**src/rtl/lmsd_pkg.sv**
```systemverilog
`default_nettype none
package lmsd_pkg;

  // Defaults and fixed geometry
  localparam int COLUMNS_DEF = 32;
  localparam int PANEL_ROWS  = 16;
  localparam int HALF_ROWS   = 8;
  localparam int ROW_W       = $clog2(PANEL_ROWS);
  localparam int PIX_W       = 15;
  localparam int COMP_W      = 5;

  // Opcodes
  localparam logic [1:0] OP_WRITE = 2'd0;
  localparam logic [1:0] OP_SWAP  = 2'd1;
  localparam logic [1:0] OP_SCAN  = 2'd2;

  typedef struct packed {
    logic pix_write;   // store the pixel on the input ports into the user buffer
    logic swap;        // exchange buffer roles
    logic load_scan;   // capture scan row and level
    logic clear_all;   // zero both buffers at the counter address
    logic clear_user;  // zero the user buffer at the counter address
    logic issue_rd;    // read one column pair at the counter address
    logic cnt_inc;
    logic cnt_clr;
  } ctrl_cmd_t;

  typedef struct packed {
    logic cnt_col_end;  // counter at the last column
    logic cnt_mem_end;  // counter at the last buffer entry
    logic pipe_busy;    // a read is still on its way to the result registers
  } ctrl_status_t;

endpackage
`default_nettype wire

```
**src/rtl/lmsd_ctrl.sv**
```systemverilog
`default_nettype none
module lmsd_ctrl (
  input  wire logic                   clk,
  input  wire logic                   rst,
  input  wire logic                   start,
  input  wire logic [1:0]             op,
  input  wire lmsd_pkg::ctrl_status_t status,
  output lmsd_pkg::ctrl_cmd_t         cmd,
  output logic                        busy
);

  localparam logic [1:0] ST_INIT  = 2'd0;
  localparam logic [1:0] ST_IDLE  = 2'd1;
  localparam logic [1:0] ST_CLEAR = 2'd2;
  localparam logic [1:0] ST_SCAN  = 2'd3;

  logic [1:0] state;
  logic [1:0] state_next;
  logic       accept;

  assign busy   = (state != ST_IDLE) || status.pipe_busy;
  assign accept = start && !busy;

  always_comb begin
    cmd        = '0;
    state_next = state;
    case (state)
      ST_INIT: begin
        cmd.clear_all = 1'b1;
        cmd.cnt_inc   = 1'b1;
        if (status.cnt_mem_end) begin
          cmd.cnt_clr = 1'b1;
          state_next  = ST_IDLE;
        end
      end
      ST_IDLE: begin
        if (accept) begin
          case (op)
            lmsd_pkg::OP_WRITE: begin
              cmd.pix_write = 1'b1;
            end
            lmsd_pkg::OP_SWAP: begin
              cmd.swap   = 1'b1;
              state_next = ST_CLEAR;
            end
            lmsd_pkg::OP_SCAN: begin
              cmd.load_scan = 1'b1;
              state_next    = ST_SCAN;
            end
            default: begin
            end
          endcase
        end
      end
      ST_CLEAR: begin
        cmd.clear_user = 1'b1;
        cmd.cnt_inc    = 1'b1;
        if (status.cnt_mem_end) begin
          cmd.cnt_clr = 1'b1;
          state_next  = ST_IDLE;
        end
      end
      ST_SCAN: begin
        cmd.issue_rd = 1'b1;
        cmd.cnt_inc  = 1'b1;
        if (status.cnt_col_end) begin
          cmd.cnt_clr = 1'b1;
          state_next  = ST_IDLE;
        end
      end
      default: begin
        state_next = ST_IDLE;
      end
    endcase
  end

  always_ff @(posedge clk) begin
    if (rst) begin
      state <= ST_INIT;
    end else begin
      state <= state_next;
    end
  end

endmodule
`default_nettype wire

```
**config.mk**
```make
export PLATFORM = sky130hd
export DESIGN_NAME = lmsd_ctrl
export DESIGN_NICKNAME = d
export VERILOG_FILES = /design/src/rtl/lmsd_pkg.sv /design/src/rtl/lmsd_ctrl.sv
export SDC_FILE = /design/constraint.sdc
export NUM_CORES = 1
export LEC_CHECK = 0
export BUFFER_PORTS_ARGS = -buffer_cell sky130_fd_sc_hd__buf_2
export CORE_AREA = 2 2 39 41
export CTS_CLUSTER_SIZE = 24
export DETAILED_ROUTE_END_ITERATION = 8
export DIE_AREA = 0 0 41 43
export RECOVER_POWER = 50
export SYNTH_ARGS = -nofsm -noshare
export SYNTH_HDL_FRONTEND = slang
export SYNTH_SLANG_ARGS = --single-unit
export TNS_END_PERCENT = 1
```
**constraint.sdc**
```tcl
create_clock -name clk -period 1.1 [get_ports clk]
set_clock_uncertainty 0.15 [all_clocks]
set_input_delay 0.055 -clock clk [delete_from_list [all_inputs] [get_ports clk]]
set_output_delay 0.055 -clock clk [all_outputs]
set_load 0.02 [all_outputs]
```
* Yosys cells after proc, flatten, opt, wreduce, memory -nomap -nowiden
Cells that the tools add are included.
** Storage, ports and cells
- Register bits :: 2
- Bits in latches :: 0
- Bits in writable memories :: 0
- Bits in read-only memories :: 0
- Output and inout port bits :: 9
- Word-level logic and storage cells :: 34
- Memories kept :: 0
** Operators by class
- Add/sub/neg operators :: 0
- $mul :: 0
- Divide/modulo/power cells :: 0
- $lt $le $gt $ge :: 0
- Equal/unequal tests :: 10
- Shift operators :: 0
- Multiplexer cells :: 16
- Bitwise operators :: 0
- Reductions and logical operators :: 7
** Operators by type and width (count)
- 1-bit two-way mux :: 8
- 2-bit one-hot mux with 2 select lines :: 2
- 2-bit == test, second input constant :: 3
- 2-bit two-way mux :: 3
- 3-bit two-way mux :: 2
- 2-bit one-hot mux with 3 select lines :: 1
- 2-bit by 1-bit == test with 1-bit output, second input constant :: 2
- 2-bit logical NOT :: 2
- 2-bit by 1-bit inequality test with 1-bit output, second input constant :: 2
- 2-bit inequality test, second input constant :: 2
- 4-bit AND reduction :: 1
- 3-bit by 2-bit inequality test with 1-bit output, second input constant :: 1
- 2-bit OR reduction :: 1
- 1-bit logical AND :: 1
- 1-bit logical NOT :: 1
- 1-bit logical OR :: 1

* Logic depth before layout (Yosys ltp)
Gate-level depths: netlist (run 1).
- Depth in word-level cells :: 6
- Gate-level depth with buffers :: 4
- Mapped depth without buffers :: 3

* Least setup slack after synthesis (run 1)
No wires, ideal clock.
- Kind :: register to output
- Start point :: register state[1]
- End point :: output port cmd[6] (netlist name)
- Data arrival time :: 1.545 ns
- Path slack :: -0.650 ns
- Stages on the path, launching flop included :: 4
- Path buffers :: 1
- Cell sequence :: dfxtp_1 buf_2 nand2b_1 nor4b_1
** RTL lines
- start: declaration :: RTL line lmsd_ctrl.sv:17 : logic [1:0] state;
- start signal: assignment :: RTL line lmsd_ctrl.sv:81 : state <= state_next;
- end: declaration :: RTL line lmsd_ctrl.sv:8 : output lmsd_pkg::ctrl_cmd_t cmd,

==> results of run 1 <==
[path summary, 6_finish.rpt]
check,start,endpoint,slack [ns]
min reg2reg,state[0],state[0],0.50
max,state[1],cmd[0],-0.25
max reg2reg,state[1],state[1],-0.10
min,status[1],state[1],0.03
[power by group through the flow]
stage / registers, mW / clock network, mW / logic (mW)
finish: 0.168 / 0.167 / 0.715
global route: 0.176 / 0.190 / 0.760
CTS: 0.167 / 0.180 / 0.672
detailed placement: 0.154 / 0 / 0.577
global placement: 0.150 / 0 / 0.574
floorplan: 0.145 / 0 / 0.384
[what timing repair did]
item / CTS / global route
hold buffers: 1 / 0
hold endpoints to repair: 2 / 0
setup buffers: 1 / 0
pin swaps: 5 / 1
endpoints found under the setup margin: 10 / 11
gates resized for setup: 16 / 5
[layout make-up]
cell class	count	area, µm²
fill	156	871
multi-input combinational	24	240
timing repair buffer	25	175
sequential	2	47.5
clock buffer	3	22.5
tap	16	20.0
inverter	2	7.51
[cells in the final DEF (no fill, tap or decap), types with 2 or more instances in the layout]
cell type and count:
sky130_fd_sc_hd__buf_2 9, sky130_fd_sc_hd__a21oi_1 3, sky130_fd_sc_hd__buf_6 2, sky130_fd_sc_hd__dfxtp_4 2, sky130_fd_sc_hd__inv_1 2, sky130_fd_sc_hd__clkbuf_4 3
sky130_fd_sc_hd__buf_4 13, sky130_fd_sc_hd__nand2b_1 2, sky130_fd_sc_hd__nor2_1 2
[cells in the mapped netlist]
cell type,number,area [µm²]
sky130_fd_sc_hd__or2_2,1,6.26
sky130_fd_sc_hd__xnor2_1,1,8.76
sky130_fd_sc_hd__nor3_2,1,10.0
sky130_fd_sc_hd__a21boi_0,1,7.51
sky130_fd_sc_hd__o311ai_1,1,8.76
sky130_fd_sc_hd__nor2_1,2,7.51
sky130_fd_sc_hd__nor4b_1,1,8.76
sky130_fd_sc_hd__nor3b_1,2,15.0
sky130_fd_sc_hd__and2_1,1,6.26
sky130_fd_sc_hd__o311a_1,1,10.0
sky130_fd_sc_hd__dfxtp_1,2,40.0
sky130_fd_sc_hd__a21o_1,1,7.51
sky130_fd_sc_hd__nand2b_1,3,18.8
sky130_fd_sc_hd__nor4_1,1,6.26
sky130_fd_sc_hd__nand2_1,1,3.75
sky130_fd_sc_hd__o41ai_2,1,16.3
sky130_fd_sc_hd__inv_1,2,7.51
sky130_fd_sc_hd__buf_2,1,5.00
sky130_fd_sc_hd__nor2b_1,2,12.5
sky130_fd_sc_hd__a21oi_1,3,15.0
[metrics by stage]
stage                     instance area [µm²]  setup TNS (ns)  hold WS (ns)  cells
after floorplan                           265          -0.461       -0.0253     29
after global placement                    407          -0.371         0.120     67
final                                     513           -1.45        0.0287     72
after global routing                      513           -1.98        0.0370     72
after detailed placement                  407          -0.458         0.126     67
after CTS                                 489           -1.58        0.0200     72
[per-layer routing]
metal / global-route usage, % / part of all wire (%) / vias to the layer above
met2: 15.0 / 50 / 17
met5: 0 / 0 / -
met1: 11.5 / 42 / 137
met4: 10.0 / 0 / 0
li1: - / - / 160
met3: 4.71 / 8.4 / 0
[cell families after synthesis]
group | share of synthesized area [%]
buffers and inverters | 5.65
flip-flops | 18.1
AO/OA/AOI/OAI | 29.4
XOR/XNOR | 3.96
AND/OR/NAND/NOR | 42.9
[worst max-delay path: stages (launching register included)]
cell,delay (ns)
sky130_fd_sc_hd__dfxtp_4,0.34
sky130_fd_sc_hd__buf_4,0.14
sky130_fd_sc_hd__and2_4,0.15
sky130_fd_sc_hd__a21o_1,0.16
sky130_fd_sc_hd__buf_6,0.13
==> flow_summary_export.csv, run 1 <==
group,metric,value,unit
clock_tree,clkTransAtPathRegs,0.03,ns
global_routing,first_global_vias,305,
routing,finalWirelength,746,µm
die,core_area,1380,µm²
clock_tree,clk_path_buf_depth,2,
sta,worst_slew_margin_rel,70.7,%
yosys,postSynthRegisterBits,2,
routing,route.detailed.drc,0,
sta,final_count_of_pins_violating_max_slew,0,
clock_tree,cts_made_buffers,3,
placement,placement.setup.worst_slack,-0.118,ns
critical_path,timing.critical_path.to_type,"output pin",
sta,timing.final.setup_violations,11,
yosys,sequential_element_share_of_the_synthesized_area,18.1,%
sta,worstMarginPinSlew,0.436,ns
outcome,violations,"negative setup slack",
outcome,run_status,"finished with violations",
cells_and_area,largest_registers,"state: 2 flops",
routing,route.detailed.wl_per_inst,10.4,µm
power,total_power_of_the_final_layout,1.05,mW
clock_tree,cts_sinks,2,
critical_path,worstPathMaxFanout,4,
sta,final.min_clock_period,1.35,ns
placement,final_estimated_routing_congestion_in_global_placement,0.777,
power,seq_power_share,16.0,%
clock_tree,clock_insertion_delay_worst_skew,0.23,ns
flow_run,cap_violations,0,
routing,routed_via_density,4.36,
power,internal_power,599,µW
critical_path,critPathRequiredTime,0.89,ns
power,power.density_cell_area,2050,nW/µm²
sta,grt_setup_unrepaired,"true",
power,swShare,42.9,%
power,p_leak,0.237,nW
cells_and_area,finalCoreUtilization,37.1,%
yosys,netlist_instances,29,
power,vdd_ir_drop_max,0.741,mV
sta,setup_ws,-0.250,ns
routing,routed-via-count,314,
cells_and_area,finish.net_count,66,
routing,detail_route.first_pass.iterations,3,
cells_and_area,largest_reg_flops,2,
power,clkPwrFrac,15.9,%
global_routing,grt_max_degree,7,
routing,drt.antenna.violating_nets,0,
global_routing,global_route.usage.total,10.8,%
sta,fin_crit_sh,123,%
die,die_area,1760,µm²
cells_and_area,max_flop_register,"state",
placement,port_buffer_cells,16,
worst_hold_path,worstHoldPathCells,4,
yosys,synth_area,221,µm²
critical_path,cp.arrival,1.14,ns
yosys,post_synth_num_cell_types,20,
cells_and_area,ant_diodes,0,
cells_and_area,flow.area_growth_from_synthesis,132,%
clock_tree,cts_root_buf,"sky130_fd_sc_hd__clkbuf_4",
sta,achievable-frequency,0.741,GHz
cells_and_area,final_layout_size_suffix_gt1_share,71.4,%
global_routing,global_route.overflow_total,0,
yosys,syn_area_cell,7.64,µm²
global_routing,grt_pass1_wl,1180,µm
critical_path,start_kind,"register",
routing,drt-initial-drc-count,4,
global_routing,grt_antenna_before_repair,0,
yosys,postSynthNetCount,37,
worst_hold_path,hp_class,"in2reg",
yosys,yosys_warnings,0,
die,ioPinCount,17,
critical_path,ff_to_ff_path_depth,3,
die,fp.dieW,41,µm
power,power_switching,451,µW
sta,hold_viol,0,
clock_tree,clock_tree_from_tritoncts,"done",
power,power.combinational.fraction,68.1,%
critical_path,critical_path_class,"reg2out",
die,fp.dieH,43,µm
die,starting_density_of_the_core,16.0,%
clock_tree,ctsHtreeMaxLevel,1,
die,count_of_standard_cell_rows,14,
No activity file was read; power rests on OpenSTA's default activity.
==> run 2: changes to the inputs <==
--- a/config.mk
+++ b/config.mk
@@ -5,11 +5,13 @@
 export SDC_FILE = /design/constraint.sdc
 export NUM_CORES = 1
 export LEC_CHECK = 0
+export ABC_CLOCK_PERIOD_IN_PS = 1100
 export BUFFER_PORTS_ARGS = -buffer_cell sky130_fd_sc_hd__buf_2
 export CORE_AREA = 2 2 39 41
 export CTS_CLUSTER_SIZE = 24
 export DETAILED_ROUTE_END_ITERATION = 8
 export DIE_AREA = 0 0 41 43
+export PLACE_DENSITY = 0.49
 export RECOVER_POWER = 50
 export SYNTH_ARGS = -nofsm -noshare
 export SYNTH_HDL_FRONTEND = slang
==> run 2 against run 1 <==
The run still ends with negative setup slack left. Sequential share of layout area decreased by 0.31 points. Core utilization increased by 1.3 points. Final cell count increased by 1.4%. Combinational power increased by 2%. Via count decreased by 0.96%. Clock power decreased by 2%. Critical endpoint unchanged.
==> flow_summary_export.csv, run 2 (synthesis gave the netlist of run 1 again) <==
group,metric,value,unit
die,die_area,1760,µm²
critical_path,regToRegStartpoint,"state[1]",
clock_tree,cts_made_buffers,3,
routing,route.detailed.wl_per_inst,10.8,µm
power,power.density_cell_area,2010,nW/µm²
sta,grt_setup_unrepaired,"true",
routing,drt-initial-drc-count,0,
critical_path,worstPathMaxFanout,3,
sta,final_count_of_pins_violating_max_slew,0,
cells_and_area,most_common_library_cell_in_the_layout_ignoring_fill_and_taps,"sky130_fd_sc_hd__buf_4",
sta,hold_viol,0,
die,fp.dieH,43,µm
critical_path,cp-startpoint,"state[1]",
clock_tree,clock_insertion_delay_worst_skew,0.23,ns
sta,timing.final.setup_violations,11,
cells_and_area,flow.area_growth_from_synthesis,140,%
clock_tree,clk_path_buf_depth,2,
routing,detail_route.first_pass.iterations,1,
cells_and_area,finish.net_count,67,
die,fp.dieW,41,µm
global_routing,grt_antenna_before_repair,0,
routing,routed_via_density,4.26,
sta,setup_ws,-0.229,ns
global_routing,first_global_vias,286,
critical_path,reg2reg_to,"state[1]",
global_routing,grt_pass1_wl,1230,µm
critical_path,start_kind,"register",
worst_hold_path,hp_class,"in2reg",
cells_and_area,instances_no_fill,73,
critical_path,critPathRequiredTime,0.89,ns
placement,placement.setup.worst_slack,-0.139,ns
placement,detailed_placement_wirelength_estimate,534,µm
flow_run,cap_violations,0,
clock_tree,cts_root_buf,"sky130_fd_sc_hd__clkbuf_4",
placement,placed_cells,67,
critical_path,crit_path_end,"cmd[0]",
routing,finalWirelength,785,µm
clock_tree,ctsHtreeMaxLevel,1,
sta,worst_slew_margin_rel,78.6,%
die,starting_density_of_the_core,16.0,%
die,core_area,1380,µm²
global_routing,global_route.overflow_total,0,
cells_and_area,final_cell_mix,"12 x sky130_fd_sc_hd__buf_4, 8 x sky130_fd_sc_hd__buf_2, 5 x sky130_fd_sc_hd__buf_6, 3 x sky130_fd_sc_hd__a21oi_1, 3 x sky130_fd_sc_hd__clkbuf_4",
routing,routed-via-count,311,
critical_path,ff_to_ff_path_depth,3,
sta,final.min_clock_period,1.33,ns
sta,fin_crit_sh,121,%
placement,port_buffer_cells,16,
sta,fin_worst_hold_slack,0.0274,ns
cells_and_area,ant_diodes,0,
placement,final_estimated_routing_congestion_in_global_placement,0.632,
die,count_of_standard_cell_rows,14,
clock_tree,clock_tree_from_tritoncts,"done",
routing,route.detailed.drc,0,
critical_path,timing.critical_path.to_type,"output pin",
critical_path,cp.arrival,1.12,ns
global_routing,global_route.usage.total,10.4,%
clock_tree,clkTransAtPathRegs,0.03,ns
worst_hold_path,hold_path_startpoint,"status[1]",
die,ioPinCount,17,
critical_path,ff2ff_setup_slack,-0.11,ns
sta,achievable-frequency,0.753,GHz
outcome,violations,"negative setup slack",
cells_and_area,largest_reg_flops,2,
routing,drt.antenna.violating_nets,0,
clock_tree,cts_sinks,2,
power,p_leak,0.245,nW
power,vdd_ir_drop_max,0.608,mV
outcome,run_status,"finished with violations",
cells_and_area,fillers,145,
cells_and_area,final_layout_size_suffix_gt1_share,71.9,%
sta,worstMarginPinSlew,0.319,ns
cells_and_area,largest_registers,"state: 2 flops",
critical_path,critical_path_class,"reg2out",
cells_and_area,max_flop_register,"state",
global_routing,grt_max_degree,7,
-- run 2: power breakdown --
| part | internal (mW) | switching [mW] | total, mW |
|---|---|---|---|
| Clock | 0.120 | 0.0428 | 0.163 |
| Sequential | 0.120 | 0.0517 | 0.172 |
| Combinational | 0.366 | 0.363 | 0.729 |
| Total | 0.607 | 0.457 | 1.06 |
-- run 2: timing repair --
action                     in CTS  in global routing
hold buffers                    1                  0
hold endpoints to repair        2                  0
resized for setup              21                  4
pin swaps                       4                  0
setup endpoints to repair      11                 11
setup buffers                   2                  0
-- run 2: final cells by class --
cell class / count / area, µm² / area share, %
clock buffer: 3 / 22.5 / 4.25
timing repair buffer: 26 / 196 / 37.0
tap: 16 / 20.0 / 3.77
inverter: 2 / 7.51 / 1.42
sequential: 2 / 47.5 / 8.96
multi-input combinational: 24 / 236 / 44.6
-- run 2: worst min-delay path by stage --
| stage | cells past startpoint | slack (ns) | end |
|---|---|---|---|
| global route | 4 | 0.05 | state[1] |
| detailed placement | 2 | 0.13 | state[1] |
| floorplan | 1 | -0.03 | state[1] |
| global placement | 2 | 0.13 | state[1] |
| CTS | 4 | 0.02 | state[1] |
| finish | 4 | 0.03 | state[1] |
-- run 2: critical path, cell delays in order, from the launching register on --
cell and delay (ns):
sky130_fd_sc_hd__dfxtp_4 0.34, sky130_fd_sc_hd__buf_4 0.13, sky130_fd_sc_hd__and2_4 0.15, sky130_fd_sc_hd__a21o_1 0.16, sky130_fd_sc_hd__buf_6 0.13
-- run 2: per-layer routing --
layer	share of wire (%)	global-route usage [%]	routed length (µm)	vias to the layer above
li1	-	-	-	163
met1	44	12.7	345	135
met2	50	15.3	394	13
met3	5.7	1.57	45	0
met4	0	8.00	0	0
met5	0	0	0	-
-- run 2: per-stage QoR --
stage	cell area [µm²]	setup TNS, ns	power, mW	util (%)
after global placement	407	-0.599	0.706	29.4
after detailed placement	407	-0.571	0.708	29.4
final	531	-1.41	1.06	38.3
after global routing	531	-1.85	1.14	38.3
after floorplan	265	-0.461	0.528	-
after CTS	522	-1.55	1.06	37.7
==> run 3: changes to the inputs <==
--- a/config.mk
+++ b/config.mk
@@ -5,12 +5,14 @@
 export SDC_FILE = /design/constraint.sdc
 export NUM_CORES = 1
 export LEC_CHECK = 0
+export ABC_AREA = 1
 export ABC_CLOCK_PERIOD_IN_PS = 1100
 export BUFFER_PORTS_ARGS = -buffer_cell sky130_fd_sc_hd__buf_2
 export CORE_AREA = 2 2 39 41
 export CTS_CLUSTER_SIZE = 24
 export DETAILED_ROUTE_END_ITERATION = 8
 export DIE_AREA = 0 0 41 43
+export GPL_TIMING_DRIVEN = 0
 export PLACE_DENSITY = 0.49
 export RECOVER_POWER = 50
 export SYNTH_ARGS = -nofsm -noshare
==> run 3 against run 2 <==
The flow still finishes with violations (negative setup slack). Critical path depth grew 1. Fmax grew 1.6%. Hold slack lost 0.0054 ns. Clock power is essentially flat. Worst setup slack gained 0.021 ns. Sequential power shrank 10%. Largest cell class unchanged. Synthesized area is the same. Clock-buffer cell count is the same.
==> flow_summary_export.csv, run 3 <==
group,metric,value,unit
cells_and_area,largest_reg_flops,2,
placement,placed_cells,75,
power,vdd_ir_drop_max,0.620,mV
critical_path,critPathRequiredTime,0.89,ns
global_routing,grt_max_degree,7,
yosys,sequential_element_share_of_the_synthesized_area,18.1,%
clock_tree,clkTransAtPathRegs,0.03,ns
placement,placedInstanceArea,355,µm²
global_routing,global_route.usage.met2,14.7,%
die,count_of_standard_cell_rows,14,
clock_tree,clock_insertion_delay_worst_skew,0.22,ns
sta,worstMarginPinSlew,0.158,ns
power,p_leak,0.249,nW
global_routing,use_met3,1.57,%
die,die_area,1760,µm²
yosys,netlist_top_cells_count,"13 x sky130_fd_sc_hd__nand2_1, 10 x sky130_fd_sc_hd__inv_1, 6 x sky130_fd_sc_hd__nand3_1, 6 x sky130_fd_sc_hd__nor2_1, 2 x sky130_fd_sc_hd__dfxtp_1",
critical_path,crit_path_max_incr_delay,0.35,ns
yosys,synthMostInstantiatedCell,"sky130_fd_sc_hd__nand2_1",
sta,grt_setup_unrepaired,"true",
critical_path,timing.critical_path.to_type,"output pin",
placement,port_buffer_cells,16,
die,fp.dieW,41,µm
yosys,synth_area,221,µm²
routing,finalWirelength,660,µm
routing,routed_via_density,3.95,
power,seq_power_share,14.5,%
cells_and_area,finish.net_count,76,
cells_and_area,finalCoreUtilization,34.3,%
power,power.combinational.fraction,70.3,%
outcome,violations,"negative setup slack",
global_routing,grtUsageMet1,10.3,%
cells_and_area,instances_no_fill,82,
yosys,synth-edff-count,0,
sta,setup-tns-final,-1.31,ns
sta,achievable-frequency,0.765,GHz
yosys,ys_dominant_reg_cell,"sky130_fd_sc_hd__dfxtp_1",
clock_tree,ctsHtreeMaxLevel,1,
cells_and_area,design_area,474,µm²
power,internal_power,569,µW
die,fp.dieH,43,µm
sta,timing.final.setup_violations,11,
critical_path,cp_slowest_cell,"sky130_fd_sc_hd__dfxtp_4",
power,swShare,46.6,%
placement,placement.setup.worst_slack,-0.222,ns
critical_path,worst_path_cell_chain,"inv_4 -> nor2_4 -> nand3_4 -> nor3_4 -> buf_6",
die,starting_density_of_the_core,16.0,%
critical_path,worstPathMaxFanout,3,
power,power_switching,497,µW
cells_and_area,final_layout_size_suffix_gt1_share,57.6,%
global_routing,grt_pass1_wl,1100,µm
cells_and_area,final_cell_mix,"11 x sky130_fd_sc_hd__nand2_1, 9 x sky130_fd_sc_hd__inv_1, 8 x sky130_fd_sc_hd__buf_2, 6 x sky130_fd_sc_hd__buf_4, 5 x sky130_fd_sc_hd__buf_6",
routing,detail_route.first_pass.iterations,2,
worst_hold_path,hp_class,"in2reg",
critical_path,start_kind,"register",
clock_tree,clk_path_buf_depth,2,
routing,route.detailed.drc,0,
global_routing,global_route.usage.total,9.73,%
clock_tree,cts_sinks,2,
cells_and_area,largest_registers,"state: 2 flops",
sta,worst_slew_margin_rel,89.5,%
yosys,synth_top_area_share,22.0,%
power,total_power_of_the_final_layout,1.07,mW
placement,detailed_placement_wirelength_estimate,482,µm
critical_path,critical_path_class,"reg2out",
routing,route.detailed.wl_per_inst,8.05,µm
global_routing,global_route.overflow_total,0,
routing,routed-via-count,324,
outcome,run_status,"finished with violations",
die,ioPinCount,17,
sta,hold_viol,0,
sta,final.min_clock_period,1.31,ns
critical_path,cp.arrival,1.10,ns
cells_and_area,flow.area_growth_from_synthesis,114,%
yosys,share_of_flip_flops_with_an_asynchronous_set_or_reset,0,%
yosys,postSynthRegisterBits,2,
global_routing,grt_antenna_before_repair,0,
clock_tree,cts_root_buf,"sky130_fd_sc_hd__clkbuf_4",
cells_and_area,ant_diodes,0,
yosys,syn_area_cell,5.15,µm²
sta,final_count_of_pins_violating_max_slew,0,
clock_tree,clock_tree_from_tritoncts,"done",
yosys,netlist_instances,43,
global_routing,globalRoute.busiestLayer,"met2",
sta,fin_worst_hold_slack,0.0220,ns
power,clkPwrFrac,15.3,%
yosys,post_synth_num_cell_types,11,
routing,drt.antenna.violating_nets,0,
die,core_area,1380,µm²
cells_and_area,fillers,165,
yosys,postSynthNetCount,51,
cells_and_area,most_common_library_cell_in_the_layout_ignoring_fill_and_taps,"sky130_fd_sc_hd__nand2_1",
yosys,synth_largest_area_cell,"sky130_fd_sc_hd__nand2_1",
sta,setup_ws,-0.208,ns
yosys,synth_area_leaders,"sky130_fd_sc_hd__nand2_1 22%, sky130_fd_sc_hd__dfxtp_1 18%, sky130_fd_sc_hd__inv_1 17%",
global_routing,first_global_vias,304,
cells_and_area,max_flop_register,"state",
power,power.density_cell_area,2250,nW/µm²
clock_tree,cts_made_buffers,3,
flow_run,cap_violations,0,
placement,final_estimated_routing_congestion_in_global_placement,0.655,
yosys,yosys_warnings,0,
sta,fin_crit_sh,119,%
routing,drt-initial-drc-count,3,
run 3: path summary, 6_finish.rpt:
kind	cells after the start	endpoint	slack [ns]	start
hold reg to reg	2	state[1]	0.37	state[1]
setup reg to reg	7	state[0]	-0.14	state[0]
hold / removal	4	state[1]	0.02	status[0]
setup / recovery	5	cmd[7]	-0.21	state[0]
run 3: final cells by class:
cell class | instances | area (µm²) | area share (%)
multi-input cells | 30 | 189 | 39.8
repair buffers | 20 | 151 | 31.9
flip-flops and latches | 2 | 47.5 | 10.0
inverters | 11 | 43.8 | 9.23
clock buffers | 3 | 22.5 | 4.75
well taps | 16 | 20.0 | 4.22
run 3: logic make-up after synthesis:
logic type | Yosys count | synth area share, %
AND/OR/NAND/NOR | 27 | 53.1
flip-flops | 2 | 18.1
AO/OA/AOI/OAI | 3 | 10.2
buffers and inverters | 11 | 18.6
run 3: repair_timing:
item                       CTS  global route
buffers inserted             3             0
hold endpoints to repair     2             0
gates cloned                 0             0
hold buffers                 1             0
pin swaps                    5             1
setup endpoints to repair   10            11
resized for setup           17             5
run 3: power groups by stage:
stage / clock network, mW / registers, mW / logic, mW
CTS: 0.169 / 0.149 / 0.742
global route: 0.180 / 0.160 / 0.820
floorplan: 0 / 0.146 / 0.385
detailed placement: 0 / 0.156 / 0.519
global placement: 0 / 0.157 / 0.516
finish: 0.163 / 0.154 / 0.749
run 3: routing by layer:
metal | wire [µm] | up-vias
li1 | - | 176
met4 | 24 | 0
met5 | 0 | -
met1 | 248 | 136
met2 | 345 | 8
met3 | 41 | 4
run 3: critical path: cells and delay by family, from the launching register on:
kind / cells / cell delay, ns
simple gates: 3 / 0.34
flops: 1 / 0.35
buf+inv: 2 / 0.18
